**src/sv/pupd_pkg.sv**
```systemverilog
// Shared types, codes and constants of the priority update frame parser.
// No dependencies; every other file of the block imports this package.
`default_nettype none

package pupd_pkg;

  // Widths of the frame fields
  localparam int unsigned VARINT_W   = 62;
  localparam int unsigned CONSUMED_W = 63;

  // Result queue depth and its pointer and level widths
  localparam int unsigned FIFO_DEPTH = 4;
  localparam int unsigned FIFO_PTR_W = $clog2(FIFO_DEPTH);
  localparam int unsigned FIFO_LVL_W = $clog2(FIFO_DEPTH + 1);

  // Result kinds
  localparam logic [1:0] KIND_VALUE  = 2'd0;
  localparam logic [1:0] KIND_ACCEPT = 2'd1;
  localparam logic [1:0] KIND_REJECT = 2'd2;

  // Reject reasons
  localparam logic [1:0] ERR_NONE      = 2'd0;
  localparam logic [1:0] ERR_TRUNCATED = 2'd1;
  localparam logic [1:0] ERR_UNKNOWN   = 2'd2;
  localparam logic [1:0] ERR_OVERRUN   = 2'd3;

  // Configuration register indexes
  localparam logic REG_REQUEST_TYPE = 1'b0;
  localparam logic REG_PUSH_TYPE    = 1'b1;

  // Configuration reset values
  localparam logic [VARINT_W-1:0] REQUEST_TYPE_RESET = 62'd983808;
  localparam logic [VARINT_W-1:0] PUSH_TYPE_RESET    = 62'd983809;

  // One input transaction
  typedef struct packed {
    logic [7:0] in_byte;
    logic       end_of_buffer;
  } in_t;

  // One result transaction
  typedef struct packed {
    logic [1:0]            result_kind;
    logic [7:0]            value_byte;
    logic                  is_push;
    logic [VARINT_W-1:0]   prio_id;
    logic [VARINT_W-1:0]   value_length;
    logic [CONSUMED_W-1:0] consumed_length;
    logic [1:0]            error_code;
    logic                  last;
  } res_t;

  // Configuration register contents
  typedef struct packed {
    logic [VARINT_W-1:0] request_code;
    logic [VARINT_W-1:0] push_code;
  } cfg_t;

  // Results produced by one accepted byte, in order
  typedef struct packed {
    logic [1:0] count;
    res_t       first;
    res_t       second;
  } push_t;

  // Result queue status
  typedef struct packed {
    logic [FIFO_LVL_W-1:0] level;
    logic                  nearly_full;
  } fifo_stat_t;

endpackage

`default_nettype wire

```
**src/sv/pupd_cfg.sv**
```systemverilog
// Configuration registers: frame type codes of the two priority update variants.
// Depends on pupd_pkg.
`default_nettype none

module pupd_cfg
  import pupd_pkg::*;
(
  input  wire logic                clk,
  input  wire logic                rst,
  input  wire logic                cfg_we,
  input  wire logic                cfg_index,
  input  wire logic [VARINT_W-1:0] cfg_data,
  output cfg_t                     cfg
);

  // Decode the index and load the addressed register
  always_ff @(posedge clk) begin
    if (rst) begin
      cfg.request_code <= REQUEST_TYPE_RESET;
      cfg.push_code    <= PUSH_TYPE_RESET;
    end else if (cfg_we) begin
      unique case (cfg_index)
        REG_REQUEST_TYPE: cfg.request_code <= cfg_data;
        REG_PUSH_TYPE:    cfg.push_code    <= cfg_data;
        default: ;
      endcase
    end
  end

endmodule

`default_nettype wire

```
**src/sv/pupd_parser.sv**
```systemverilog
// Byte-wide frame parser: varint decode, type match, body tracking, results.
// Depends on pupd_pkg.
`default_nettype none

module pupd_parser
  import pupd_pkg::*;
(
  input  wire logic clk,
  input  wire logic rst,
  input  wire logic take,
  input  wire in_t  in_item,
  input  wire cfg_t cfg,
  output push_t     push
);

  typedef enum logic [2:0] {
    PH_TYPE,
    PH_LEN,
    PH_ID,
    PH_VALUE,
    PH_SKIP
  } phase_t;

  phase_t                phase, phase_next;
  logic [VARINT_W-1:0]   acc, acc_next;
  logic [2:0]            vleft, vleft_next;
  logic                  push_seen, push_seen_next;
  logic                  type_ok, type_ok_next;
  logic [VARINT_W-1:0]   body_left, body_left_next;
  logic [VARINT_W-1:0]   value_count, value_count_next;
  logic [CONSUMED_W-1:0] consumed, consumed_next;
  logic [VARINT_W-1:0]   id_held, id_held_next;

  logic [VARINT_W-1:0] feed_acc;
  logic [2:0]          feed_left;
  logic                feed_done;
  logic [VARINT_W-1:0] body_dec;
  logic                done;
  logic                accept;
  logic                has_value;
  logic [1:0]          err;
  res_t                value_res;
  res_t                fin_res;

  // Feed the byte into the current varint
  always_comb begin
    if (vleft == 3'd0) begin
      feed_acc = {56'd0, in_item.in_byte[5:0]};
      case (in_item.in_byte[7:6])
        2'd0:    feed_left = 3'd0;
        2'd1:    feed_left = 3'd1;
        2'd2:    feed_left = 3'd3;
        default: feed_left = 3'd7;
      endcase
    end else begin
      feed_acc  = {acc[VARINT_W-9:0], in_item.in_byte};
      feed_left = vleft - 3'd1;
    end
    feed_done = (feed_left == 3'd0);
    body_dec  = body_left - VARINT_W'(1);
  end

  // Next state and results for one byte
  always_comb begin
    phase_next       = phase;
    acc_next         = acc;
    vleft_next       = vleft;
    push_seen_next   = push_seen;
    type_ok_next     = type_ok;
    body_left_next   = body_left;
    value_count_next = value_count;
    consumed_next    = consumed;
    id_held_next     = id_held;
    done             = 1'b0;
    accept           = 1'b0;
    has_value        = 1'b0;
    err              = ERR_NONE;
    value_res        = '0;
    fin_res          = '0;
    push             = '0;

    if (take) begin
      if (phase != PH_SKIP) begin
        consumed_next = consumed + CONSUMED_W'(1);
      end

      unique case (phase)
        PH_SKIP: begin
          // Drop bytes up to the end of the buffer
          if (in_item.end_of_buffer) begin
            phase_next       = PH_TYPE;
            acc_next         = '0;
            vleft_next       = '0;
            push_seen_next   = 1'b0;
            type_ok_next     = 1'b0;
            body_left_next   = '0;
            value_count_next = '0;
            consumed_next    = '0;
            id_held_next     = '0;
          end
        end
        PH_TYPE: begin
          acc_next   = feed_acc;
          vleft_next = feed_left;
          if (feed_done) begin
            push_seen_next = (feed_acc == cfg.push_code);
            type_ok_next   = (feed_acc == cfg.push_code) || (feed_acc == cfg.request_code);
            phase_next     = PH_LEN;
          end
        end
        PH_LEN: begin
          acc_next   = feed_acc;
          vleft_next = feed_left;
          if (feed_done) begin
            if (!type_ok) begin
              done = 1'b1;
              err  = ERR_UNKNOWN;
            end else if (feed_acc == '0) begin
              done = 1'b1;
              err  = ERR_OVERRUN;
            end else begin
              body_left_next = feed_acc;
              phase_next     = PH_ID;
            end
          end
        end
        PH_ID: begin
          acc_next       = feed_acc;
          vleft_next     = feed_left;
          body_left_next = body_dec;
          if (feed_done) begin
            id_held_next = feed_acc;
            if (body_dec == '0) begin
              done   = 1'b1;
              accept = 1'b1;
            end else begin
              phase_next = PH_VALUE;
            end
          end else if (body_dec == '0) begin
            done = 1'b1;
            err  = ERR_OVERRUN;
          end
        end
        PH_VALUE: begin
          has_value        = 1'b1;
          value_count_next = value_count + VARINT_W'(1);
          body_left_next   = body_dec;
          if (body_dec == '0) begin
            done   = 1'b1;
            accept = 1'b1;
          end
        end
        default: ;
      endcase

      // Cut short by the end of the buffer
      if (phase != PH_SKIP && !done && in_item.end_of_buffer) begin
        done = 1'b1;
        err  = ERR_TRUNCATED;
      end

      // Value byte result
      value_res.result_kind = KIND_VALUE;
      value_res.value_byte  = in_item.in_byte;
      value_res.is_push     = push_seen;
      value_res.prio_id     = id_held;
      value_res.error_code  = ERR_NONE;
      value_res.last        = !done;

      // Accept or reject result
      fin_res.is_push = push_seen_next;
      fin_res.last    = 1'b1;
      if (accept) begin
        fin_res.result_kind     = KIND_ACCEPT;
        fin_res.prio_id         = id_held_next;
        fin_res.value_length    = value_count_next;
        fin_res.consumed_length = consumed_next;
        fin_res.error_code      = ERR_NONE;
      end else begin
        fin_res.result_kind = KIND_REJECT;
        fin_res.error_code  = err;
      end

      // Hand results to the queue in order
      if (has_value) begin
        push.first  = value_res;
        push.second = fin_res;
        push.count  = done ? 2'd2 : 2'd1;
      end else if (done) begin
        push.first = fin_res;
        push.count = 2'd1;
      end

      // Clear the frame once it is finished
      if (done) begin
        phase_next       = in_item.end_of_buffer ? PH_TYPE : PH_SKIP;
        acc_next         = '0;
        vleft_next       = '0;
        push_seen_next   = 1'b0;
        type_ok_next     = 1'b0;
        body_left_next   = '0;
        value_count_next = '0;
        consumed_next    = '0;
        id_held_next     = '0;
      end
    end
  end

  // Hold parse state
  always_ff @(posedge clk) begin
    if (rst) begin
      phase       <= PH_TYPE;
      acc         <= '0;
      vleft       <= '0;
      push_seen   <= 1'b0;
      type_ok     <= 1'b0;
      body_left   <= '0;
      value_count <= '0;
      consumed    <= '0;
      id_held     <= '0;
    end else begin
      phase       <= phase_next;
      acc         <= acc_next;
      vleft       <= vleft_next;
      push_seen   <= push_seen_next;
      type_ok     <= type_ok_next;
      body_left   <= body_left_next;
      value_count <= value_count_next;
      consumed    <= consumed_next;
      id_held     <= id_held_next;
    end
  end

endmodule

`default_nettype wire

```
**src/sv/pupd_fifo.sv**
```systemverilog
// Result queue: takes up to two results per cycle, hands out one per cycle while popped.
// Depends on pupd_pkg.
`default_nettype none

module pupd_fifo
  import pupd_pkg::*;
(
  input  wire logic  clk,
  input  wire logic  rst,
  input  wire push_t push,
  input  wire logic  pop,
  output res_t       head,
  output fifo_stat_t stat
);

  res_t                  mem [FIFO_DEPTH];
  logic [FIFO_PTR_W-1:0] wr_ptr, wr_ptr_next;
  logic [FIFO_PTR_W-1:0] rd_ptr, rd_ptr_next;
  logic [FIFO_LVL_W-1:0] level, level_next;

  // Advance pointers and level
  always_comb begin
    wr_ptr_next = wr_ptr + FIFO_PTR_W'(push.count);
    rd_ptr_next = rd_ptr + FIFO_PTR_W'(pop);
    level_next  = level + FIFO_LVL_W'(push.count) - FIFO_LVL_W'(pop);
  end

  always_ff @(posedge clk) begin
    if (rst) begin
      wr_ptr <= '0;
      rd_ptr <= '0;
      level  <= '0;
    end else begin
      wr_ptr <= wr_ptr_next;
      rd_ptr <= rd_ptr_next;
      level  <= level_next;
    end
  end

  // Store results
  always_ff @(posedge clk) begin
    if (push.count != 2'd0) begin
      mem[wr_ptr] <= push.first;
    end
    if (push.count == 2'd2) begin
      mem[wr_ptr + FIFO_PTR_W'(1)] <= push.second;
    end
  end

  assign head             = mem[rd_ptr];
  assign stat.level       = level;
  assign stat.nearly_full = (level >= FIFO_LVL_W'(FIFO_DEPTH - 1));

endmodule

`default_nettype wire

```
**src/sv/priority_update_frame_parser_core.sv**
```systemverilog
// Priority update frame parser. Takes one frame byte per cycle and returns value
// bytes, then an accept or reject result. An input byte is taken every cycle while
// the four-entry result queue holds fewer than three results; a byte that yields
// two results (the last value byte with its accept, or a value byte with a
// truncation reject) adds a second entry, so a run of such bytes slows to the
// output drain rate of one result per cycle. A result is registered into the queue
// when its byte is taken. Type code registers are written through the cfg port.
// Depends on pupd_pkg, pupd_cfg, pupd_parser and pupd_fifo.
`default_nettype none

module priority_update_frame_parser_core
  import pupd_pkg::*;
(
  input  wire logic                clk,
  input  wire logic                rst,
  input  wire logic                cfg_we,
  input  wire logic                cfg_index,
  input  wire logic [VARINT_W-1:0] cfg_data,
  input  wire logic                byte_valid,
  output logic                     byte_stall,
  input  wire in_t                 byte_data,
  output logic                     res_valid,
  input  wire logic                res_stall,
  output res_t                     res_data
);

  cfg_t       cfg;
  push_t      push;
  fifo_stat_t stat;
  logic       take;
  logic       pop;

  // Handshakes
  assign byte_stall = stat.nearly_full;
  assign take       = byte_valid && !byte_stall;
  assign res_valid  = (stat.level != '0);
  assign pop        = res_valid && !res_stall;

  pupd_cfg u_cfg (
    .clk       (clk),
    .rst       (rst),
    .cfg_we    (cfg_we),
    .cfg_index (cfg_index),
    .cfg_data  (cfg_data),
    .cfg       (cfg)
  );

  pupd_parser u_parser (
    .clk     (clk),
    .rst     (rst),
    .take    (take),
    .in_item (byte_data),
    .cfg     (cfg),
    .push    (push)
  );

  pupd_fifo u_fifo (
    .clk  (clk),
    .rst  (rst),
    .push (push),
    .pop  (pop),
    .head (res_data),
    .stat (stat)
  );

  // Queue never overflows
  a_no_overflow: assert property (@(posedge clk) disable iff (rst)
    (push.count != 2'd0) |-> (stat.level <= FIFO_LVL_W'(FIFO_DEPTH - 2)))
    else $error("result queue overflow");

  // Results only come from taken bytes
  a_push_needs_take: assert property (@(posedge clk) disable iff (rst)
    !take |-> (push.count == 2'd0))
    else $error("result without a taken byte");

  // Reject results carry a reason and no element id or consumed length
  a_reject_clean: assert property (@(posedge clk) disable iff (rst)
    (res_valid && res_data.result_kind == KIND_REJECT) |->
      (res_data.error_code != ERR_NONE && res_data.prio_id == '0 &&
       res_data.consumed_length == '0))
    else $error("malformed reject transaction");

  // Value and accept results carry no reason
  a_ok_no_error: assert property (@(posedge clk) disable iff (rst)
    (res_valid && res_data.result_kind != KIND_REJECT) |->
      (res_data.error_code == ERR_NONE))
    else $error("error code on a non-reject transaction");

endmodule

`default_nettype wire

```
**config.mk**
```make
export PLATFORM = sky130hd
export DESIGN_NAME = priority_update_frame_parser_core
export DESIGN_NICKNAME = d
export VERILOG_FILES = /design/src/sv/pupd_pkg.sv /design/src/sv/pupd_cfg.sv /design/src/sv/pupd_parser.sv /design/src/sv/pupd_fifo.sv /design/src/sv/priority_update_frame_parser_core.sv
export SDC_FILE = /design/constraint.sdc
export NUM_CORES = 2
export LEC_CHECK = 0
export ABC_AREA = 1
export BUFFER_PORTS_ARGS = -buffer_cell sky130_fd_sc_hd__buf_4
export CORE_ASPECT_RATIO = 0.8
export CORE_UTILIZATION = 40
export CTS_BUF_LIST = sky130_fd_sc_hd__clkbuf_8
export DETAILED_ROUTE_END_ITERATION = 6
export PLACE_DENSITY_LB_ADDON = 0.3
export SETUP_SLACK_MARGIN = 0.4
export SLEW_MARGIN = 20
export SYNTH_ARGS = -nofsm -noshare
export SYNTH_HDL_FRONTEND = slang
export SYNTH_HIERARCHICAL = 1
export SYNTH_SLANG_ARGS = --single-unit
```
**constraint.sdc**
```tcl
create_clock -name clk -period 10.65 [get_ports clk]
set_clock_uncertainty 0.2 [all_clocks]
set_input_delay 0.5325 -clock clk [delete_from_list [all_inputs] [get_ports clk]]
set_output_delay 0.5325 -clock clk [all_outputs]
set_load 0.02 [all_outputs]
```
-- Word level (Yosys, flattened, before mapping)
Memory sizes are Yosys's and may differ from the RTL's. A register that Yosys moved wholly into a read port is not among the register bits.
Cells that the tools add are included.
W data, S select, Z words.
- flip-flop bits (word level): 442
- RAM bits: 804
- input bits: 77
- output and inout bits: 203
- memories kept: 1
- memory list (memory ; words ; width ; rd ports ; clocked after Yosys merged registers in ; wr ports ; line ; source):
    u_fifo.mem ; 4 ; 201 ; 1 ; 1 ; 2 ; pupd_fifo.sv:16 ; res_t mem [FIFO_DEPTH];
- add/sub/neg operators: 9
- $lt $le $gt $ge: 1
- equality and inequality tests: 17
- muxes and demuxes: 75
- bitwise logic cells: 1
- reduce and logical (&&, ||, !) cells: 29
- operator list (operator ; number):
    $mux W62 ; 11
    $mux W404 ; 1
    $mux W63 ; 4
    $pmux W62 S2 ; 2
    $mux W203 ; 1
    $mux W202 ; 1
    $mux W201 ; 1
    $mux W187 ; 1
    $pmux W62 S3 ; 1
    $eq A62 B62 Y1 ; 2
    $logic_not A62 Y1 ; 2
    $pmux W54 S2 ; 1
    $add A63 B1 Y63 const B ; 1
    $add A62 B1 Y62 const B ; 1
    $sub A62 B1 Y62 const B ; 1
    $mux W54 ; 1
    $mux W3 ; 11
    $mux W1 ; 21
    $mux W2 ; 10
    $ne A3 B1 Y1 const B ; 4
    $pmux W3 S4 ; 1
    $logic_not A3 Y1 ; 3
    $ne A3 B3 Y1 const B ; 3
    $pmux W3 S3 ; 1
    32 further kinds ; 46

-- Logic depth before layout (Yosys ltp)
- depth in word-level cells: 19
- depth in mapped cells: 27

-- Hierarchy
Netlist, hierarchy kept.
- modules (own cells, without submodules) (module ; times used ; cells each ; area each (um^2) ; seq. area each (um^2)):
    pupd_fifo ; 1 ; 4395 ; 40257.4 ; 24283.3
    pupd_parser ; 1 ; 4384 ; 24504.8 ; 6226.0
    pupd_cfg ; 1 ; 659 ; 4713.3 ; 2482.4
    priority_update_frame_parser_core ; 1 ; 6 ; 30.0 ; 0.0

-- Least setup slack after synthesis
Ideal clock, no wire load.
- path kind: reg2reg
- from: reg u_parser.vleft[0]
- to: mem u_fifo/mem[0][0] (netlist name), enable pin
- setup time: 1.591 ns
- data arrival time: 6.410 ns
- required time: 8.859 ns
- path slack: 2.448 ns
- stages on the path, launching flop included: 23
- path buffers: 5
- cells stage by stage: dfxtp_1 inv_1 ha_1 ha_1 inv_1 buf_2 buf_2 nand2_1 nand4_1 nor4_1 nand4_1 nand2_1 nand3_1 nand3_2 buf_4 ha_1 nand2_1 inv_1 buf_4 inv_1 nand4_1 clkbuf_1 nand2_1
- RTL lines (element ; line ; source):
    start, declared ; pupd_parser.sv:26 ; logic [2:0] vleft, vleft_next;
    start signal, assigned ; pupd_parser.sv:224 ; vleft <= vleft_next;
    end, declared ; pupd_fifo.sv:16 ;

==> key figures <==
Floorplanning
  – Effective utilization at floorplan: 40.4%
  – Die height: 375 µm
  – Core box area: 0.172 mm²
  – Placement Rows: 136
  – Die Outline Area: 0.175 mm²
  – Top-Level Pins: 280
  – Chip Width: 468 µm

GRT
  – Antenna violations before repair: 8
  – Final global-route overflow total: 0
  – Largest net degree at the start of global routing: about 270
  – First-pass GRT wire length: 361 mm
  – Overall routing resource usage: 26.8%
  – Vias in the first global route: 58706

Setup path
  – Critical Path End Type: register
  – Critical Path Fanout Max: around 140
  – Data required, critical path: 11.09 ns
  – Slowest CP cell: sky130_fd_sc_hd__nor4_1
  – Critical path launch point type: register
  – Worst setup path class: reg -> reg
  – Worst path arrival time: approximately 8.7 ns
  – Peak per-stage delay on the critical path: between 0.9 and 1 ns
  – Cell-by-cell trace of the critical path: inv_1 > ha_1 > ha_1 > inv_2 > nand2_1 > nand4_1 > nor4_1 > nand4_1 > nand2_1 > nand3_1 > nand3_2 > ha_1 > nand2_1 > inv_1 > nor2_4 > nand2_8 > buf_4 > buf_4 > o21ai_0

STA
  – Max Transition Viols Final: 0
  – Min Tclk post-route: 8.22 ns
  – Final setup violation count: 0
  – Transition time at the pin with the least slew margin: about 1.2 ns
  – Final setup TNS: 0 ns
  – Crit share post-route: 77.1%
  – Highest clock frequency the design can meet: 0.122 GHz
  – Final hold violations: 0
  – Relative max-transition margin: 16.8%
  – Unrepaired setup endpoints after global routing: false

Routing
  – Routed wirelength normalized by instance count: 20.2 µm
  – Final wirelength: 242 mm
  – Number of violations reported at the end of detailed-routing iteration 0: 6703
  – Post-route ant nets: 0
  – Number of DRC violations after detailed routing: 0
  – Number of vias after detailed routing: 64815
  – Iteration count of the initial detailed-routing pass: 7
  – Post-detailed-route via-to-cell ratio: 5.41

Clock tree
  – Clock transition time at the flip-flop clock pins of the worst setup and hold paths: 0.06 ns
  – Sinks on Clock Net: 1246
  – Bufs on Longest Clock Path: 3
  – H-tree depth: 4
  – Number of CTS-inserted buffers: 210
  – Buffer type at the clock tree root: sky130_fd_sc_hd__clkbuf_8
  – TritonCTS clock tree: done
  – Clock latency on the worst-skew pair: 1.02 ns

Placed design
  – Placed cell count: between 10000 and 15000
  – Total of buffers placed on input and output ports: 279
  – Final weighted congestion in routability-driven placement: 1.01
  – Cell area after placement: 0.0727 mm²
  – DPL Wire Length: between 150 and 200 mm

Synthesis
  – Count of unique library cells instantiated by Yosys: 55
  – Fraction of registers with async set or reset after synthesis: 0%
  – Number of flops mapped to enable cells by yosys: 804
  – Cell count after synthesis: roughly 9400
  – Warning count from the yosys run: 6
  – Total of flip-flops plus latches after synthesis: approximately 1200
  – Primary FF master, synth: sky130_fd_sc_hd__edfxtp_1
  – Portion of the post-synthesis area used by sequential elements: 47.5%
  – Average instance area after synthesis: 7.36 µm²
  – Cell area after synthesis: between 0.06 and 0.07 mm²

Layout
  – Total of fill cells in the finished design: 17221
  – Final instance area: ~0.078 mm²
  – Number of nets at the end of the flow: 9609
  – Finished Layout Cells: 11990
  – Share of cells above drive strength 1: 7.66%
  – Multi-input logic area: 0.0296 mm²
  – Reg area: 0.0330 mm²
  – Area overhead of the layout relative to synthesis: 12.1%

Flow run
  – Max capacitance violation total: 0

Outcome
  – Result of the run: completed

Pwr
  – Maximum resistive drop on vdd: between 0.15 and 0.2 mV
  – Power per unit of standard cell area: 220 mW/mm²
  – Total power: 17.1 mW
  – Lkg Pwr: 27.7 nW

Hold path
  – Worst hold path type: in -> reg
-- final timing paths --
path | startpoint | to | slack [ns] | cells past startpoint
max | u_parser/vleft[0]$_SDFFE_PP0P_ | u_fifo/mem[3][95]$_DFFE_PP_ | 2.43 | 19
min | byte_data[7] | u_parser/acc[6]$_SDFFE_PP0P_ | 0.06 | 5
max reg2reg | u_parser/vleft[0]$_SDFFE_PP0P_ | u_fifo/mem[3][95]$_DFFE_PP_ | 2.43 | 19
min reg2reg | u_parser/acc[37]$_SDFFE_PP0P_ | u_parser/acc[37]$_SDFFE_PP0P_ | 0.26 | 2
-- metrics by stage --
step           utilization [%]  worst slack, ns  hold WS, ns
2_1_floorplan                -             2.45        0.230
3_3_place_gp              42.2             3.02        0.244
3_5_place_dp              42.2             2.77        0.246
4_1_cts                   45.2             2.76     0.000228
5_1_grt                   45.2             2.10       0.0295
6_report                  45.2             2.43       0.0635
-- placed cells by master, fill, tap and decap left out, types with 11 or more instances in the layout --
cell | netlist | final
sky130_fd_sc_hd__buf_4 | 21 | 333
sky130_fd_sc_hd__ha_1 | 12 | 12
sky130_fd_sc_hd__clkinv_1 | 3 | 36
sky130_fd_sc_hd__buf_12 | 0 | 11
sky130_fd_sc_hd__xnor2_1 | 52 | 52
sky130_fd_sc_hd__nor3_1 | 93 | 93
sky130_fd_sc_hd__o211ai_1 | 206 | 206
sky130_fd_sc_hd__nand3_1 | 279 | 279
sky130_fd_sc_hd__inv_2 | 11 | 11
sky130_fd_sc_hd__a21oi_1 | 442 | 442
sky130_fd_sc_hd__nor2_2 | 15 | 15
sky130_fd_sc_hd__or2_2 | 41 | 41
sky130_fd_sc_hd__nor2_1 | 1138 | 1135
sky130_fd_sc_hd__clkinv_2 | 0 | 24
sky130_fd_sc_hd__o21ai_1 | 34 | 34
sky130_fd_sc_hd__nand4_1 | 63 | 63
sky130_fd_sc_hd__o21ai_0 | 1395 | 1395
sky130_fd_sc_hd__nand2_1 | 2332 | 2326
sky130_fd_sc_hd__nand3b_1 | 14 | 14
sky130_fd_sc_hd__dlygate4sd3_1 | 0 | 89
sky130_fd_sc_hd__edfxtp_1 | 804 | 804
sky130_fd_sc_hd__o22ai_1 | 126 | 126
sky130_fd_sc_hd__dfxtp_1 | 442 | 440
sky130_fd_sc_hd__inv_1 | 1180 | 1255
sky130_fd_sc_hd__nor4_1 | 50 | 50
sky130_fd_sc_hd__xor2_1 | 54 | 54
sky130_fd_sc_hd__clkbuf_8 | 0 | 241
-- cell families after synthesis --
group | count (synthesis) | share of synthesized area [%]
simple gates | 4061 | 23.6
mux | 3 | 0.0450
flops | 1246 | 47.5
other cells | 1 | 0.00540
compound gates | 2239 | 17.2
fa+ha+maj | 13 | 0.245
buf+inv | 1775 | 10.1
xor+xnor | 106 | 1.34
-- where the power goes --
| group | internal, mW | switching (mW) |
|---|---|---|
| combinational | 1.89 | 4.91 |
| clock | 2.25 | 2.12 |
| sequential | 5.60 | 0.326 |
| total | 9.74 | 7.36 |
-- cell type report --
| class | instances | area share, % |
|---|---|---|
| Sequential cell | 1246 | 42.4 |
| Multi-Input combinational cell | 6431 | 38.0 |
| Inverter | 1194 | 5.77 |
| Timing Repair Buffer | 436 | 4.70 |
| Clock buffer | 241 | 4.26 |
| Tap cell | 2277 | 3.66 |
| Clock inverter | 156 | 1.18 |
| Antenna cell | 9 | 0.0289 |
-- cells in the mapped netlist, types with 4 or more instances --
cell type	count	area (µm²)
sky130_fd_sc_hd__a21o_1	6	45.0
sky130_fd_sc_hd__nor2_1	1138	4270
sky130_fd_sc_hd__nor2_2	15	93.8
sky130_fd_sc_hd__inv_2	11	41.3
sky130_fd_sc_hd__nor3b_1	6	45.0
sky130_fd_sc_hd__clkbuf_1	323	1210
sky130_fd_sc_hd__xor2_1	54	473
sky130_fd_sc_hd__xnor2_1	52	455
sky130_fd_sc_hd__nor2_4	6	67.6
sky130_fd_sc_hd__buf_4	21	158
sky130_fd_sc_hd__o211ai_1	206	1550
sky130_fd_sc_hd__buf_2	209	1050
sky130_fd_sc_hd__edfxtp_1	804	24100
sky130_fd_sc_hd__o31ai_1	4	30.0
sky130_fd_sc_hd__or2_2	41	257
sky130_fd_sc_hd__nand3b_1	14	105
sky130_fd_sc_hd__nor4_1	50	313
sky130_fd_sc_hd__o21ai_0	1395	6980
sky130_fd_sc_hd__a22oi_1	6	45.0
sky130_fd_sc_hd__buf_1	25	93.8
sky130_fd_sc_hd__o22ai_1	126	788
sky130_fd_sc_hd__o2111ai_1	5	43.8
sky130_fd_sc_hd__o21a_1	5	37.5
sky130_fd_sc_hd__inv_1	1180	4430
sky130_fd_sc_hd__nand2_1	2332	8750
sky130_fd_sc_hd__dfxtp_1	442	8850
sky130_fd_sc_hd__a21oi_1	442	2210
sky130_fd_sc_hd__nand2_2	10	62.6
sky130_fd_sc_hd__nand4_1	63	394
sky130_fd_sc_hd__nand3_2	4	40.0
sky130_fd_sc_hd__nand3_1	279	1400
sky130_fd_sc_hd__ha_1	12	150
sky130_fd_sc_hd__o21ai_1	34	170
sky130_fd_sc_hd__nor3_1	93	465
-- repair_timing --
| item | CTS | global route |
|---|---|---|
| setup endpoints to repair | 0 | 0 |
| hold endpoints to repair | 167 | 0 |
| setup buffers | 0 | 0 |
| hold buffers | 89 | 0 |
| resized for setup | 0 | 0 |
-- registers in the layout, indices dropped and copies added (netlist names), 3 cells and up --
register              count
u_parser/consumed        63
u_cfg/cfg               124
u_parser/phase            3
u_fifo/mem              804
u_parser/id_held         62
u_parser/body_left       62
u_parser/acc             54
u_parser/value_count     62
u_fifo/level              3
u_parser/vleft            3
-- metal layers --
metal	vias up	global-route usage (%)	wire length, µm
met2	2805	39.9	103000
met1	30522	37.8	107000
met5	-	0	21
met3	381	6.86	24300
li1	31103	-	-
met4	4	8.73	7400
-- critical path: cells and delay by family (launching register included) --
family	cells	cell delay (ns)
compound gates	1	0.20
fa+ha+maj	3	0.87
buf+inv	5	2.51
flops	1	0.30
simple gates	10	3.70
Power figures use the tool's default switching activity.
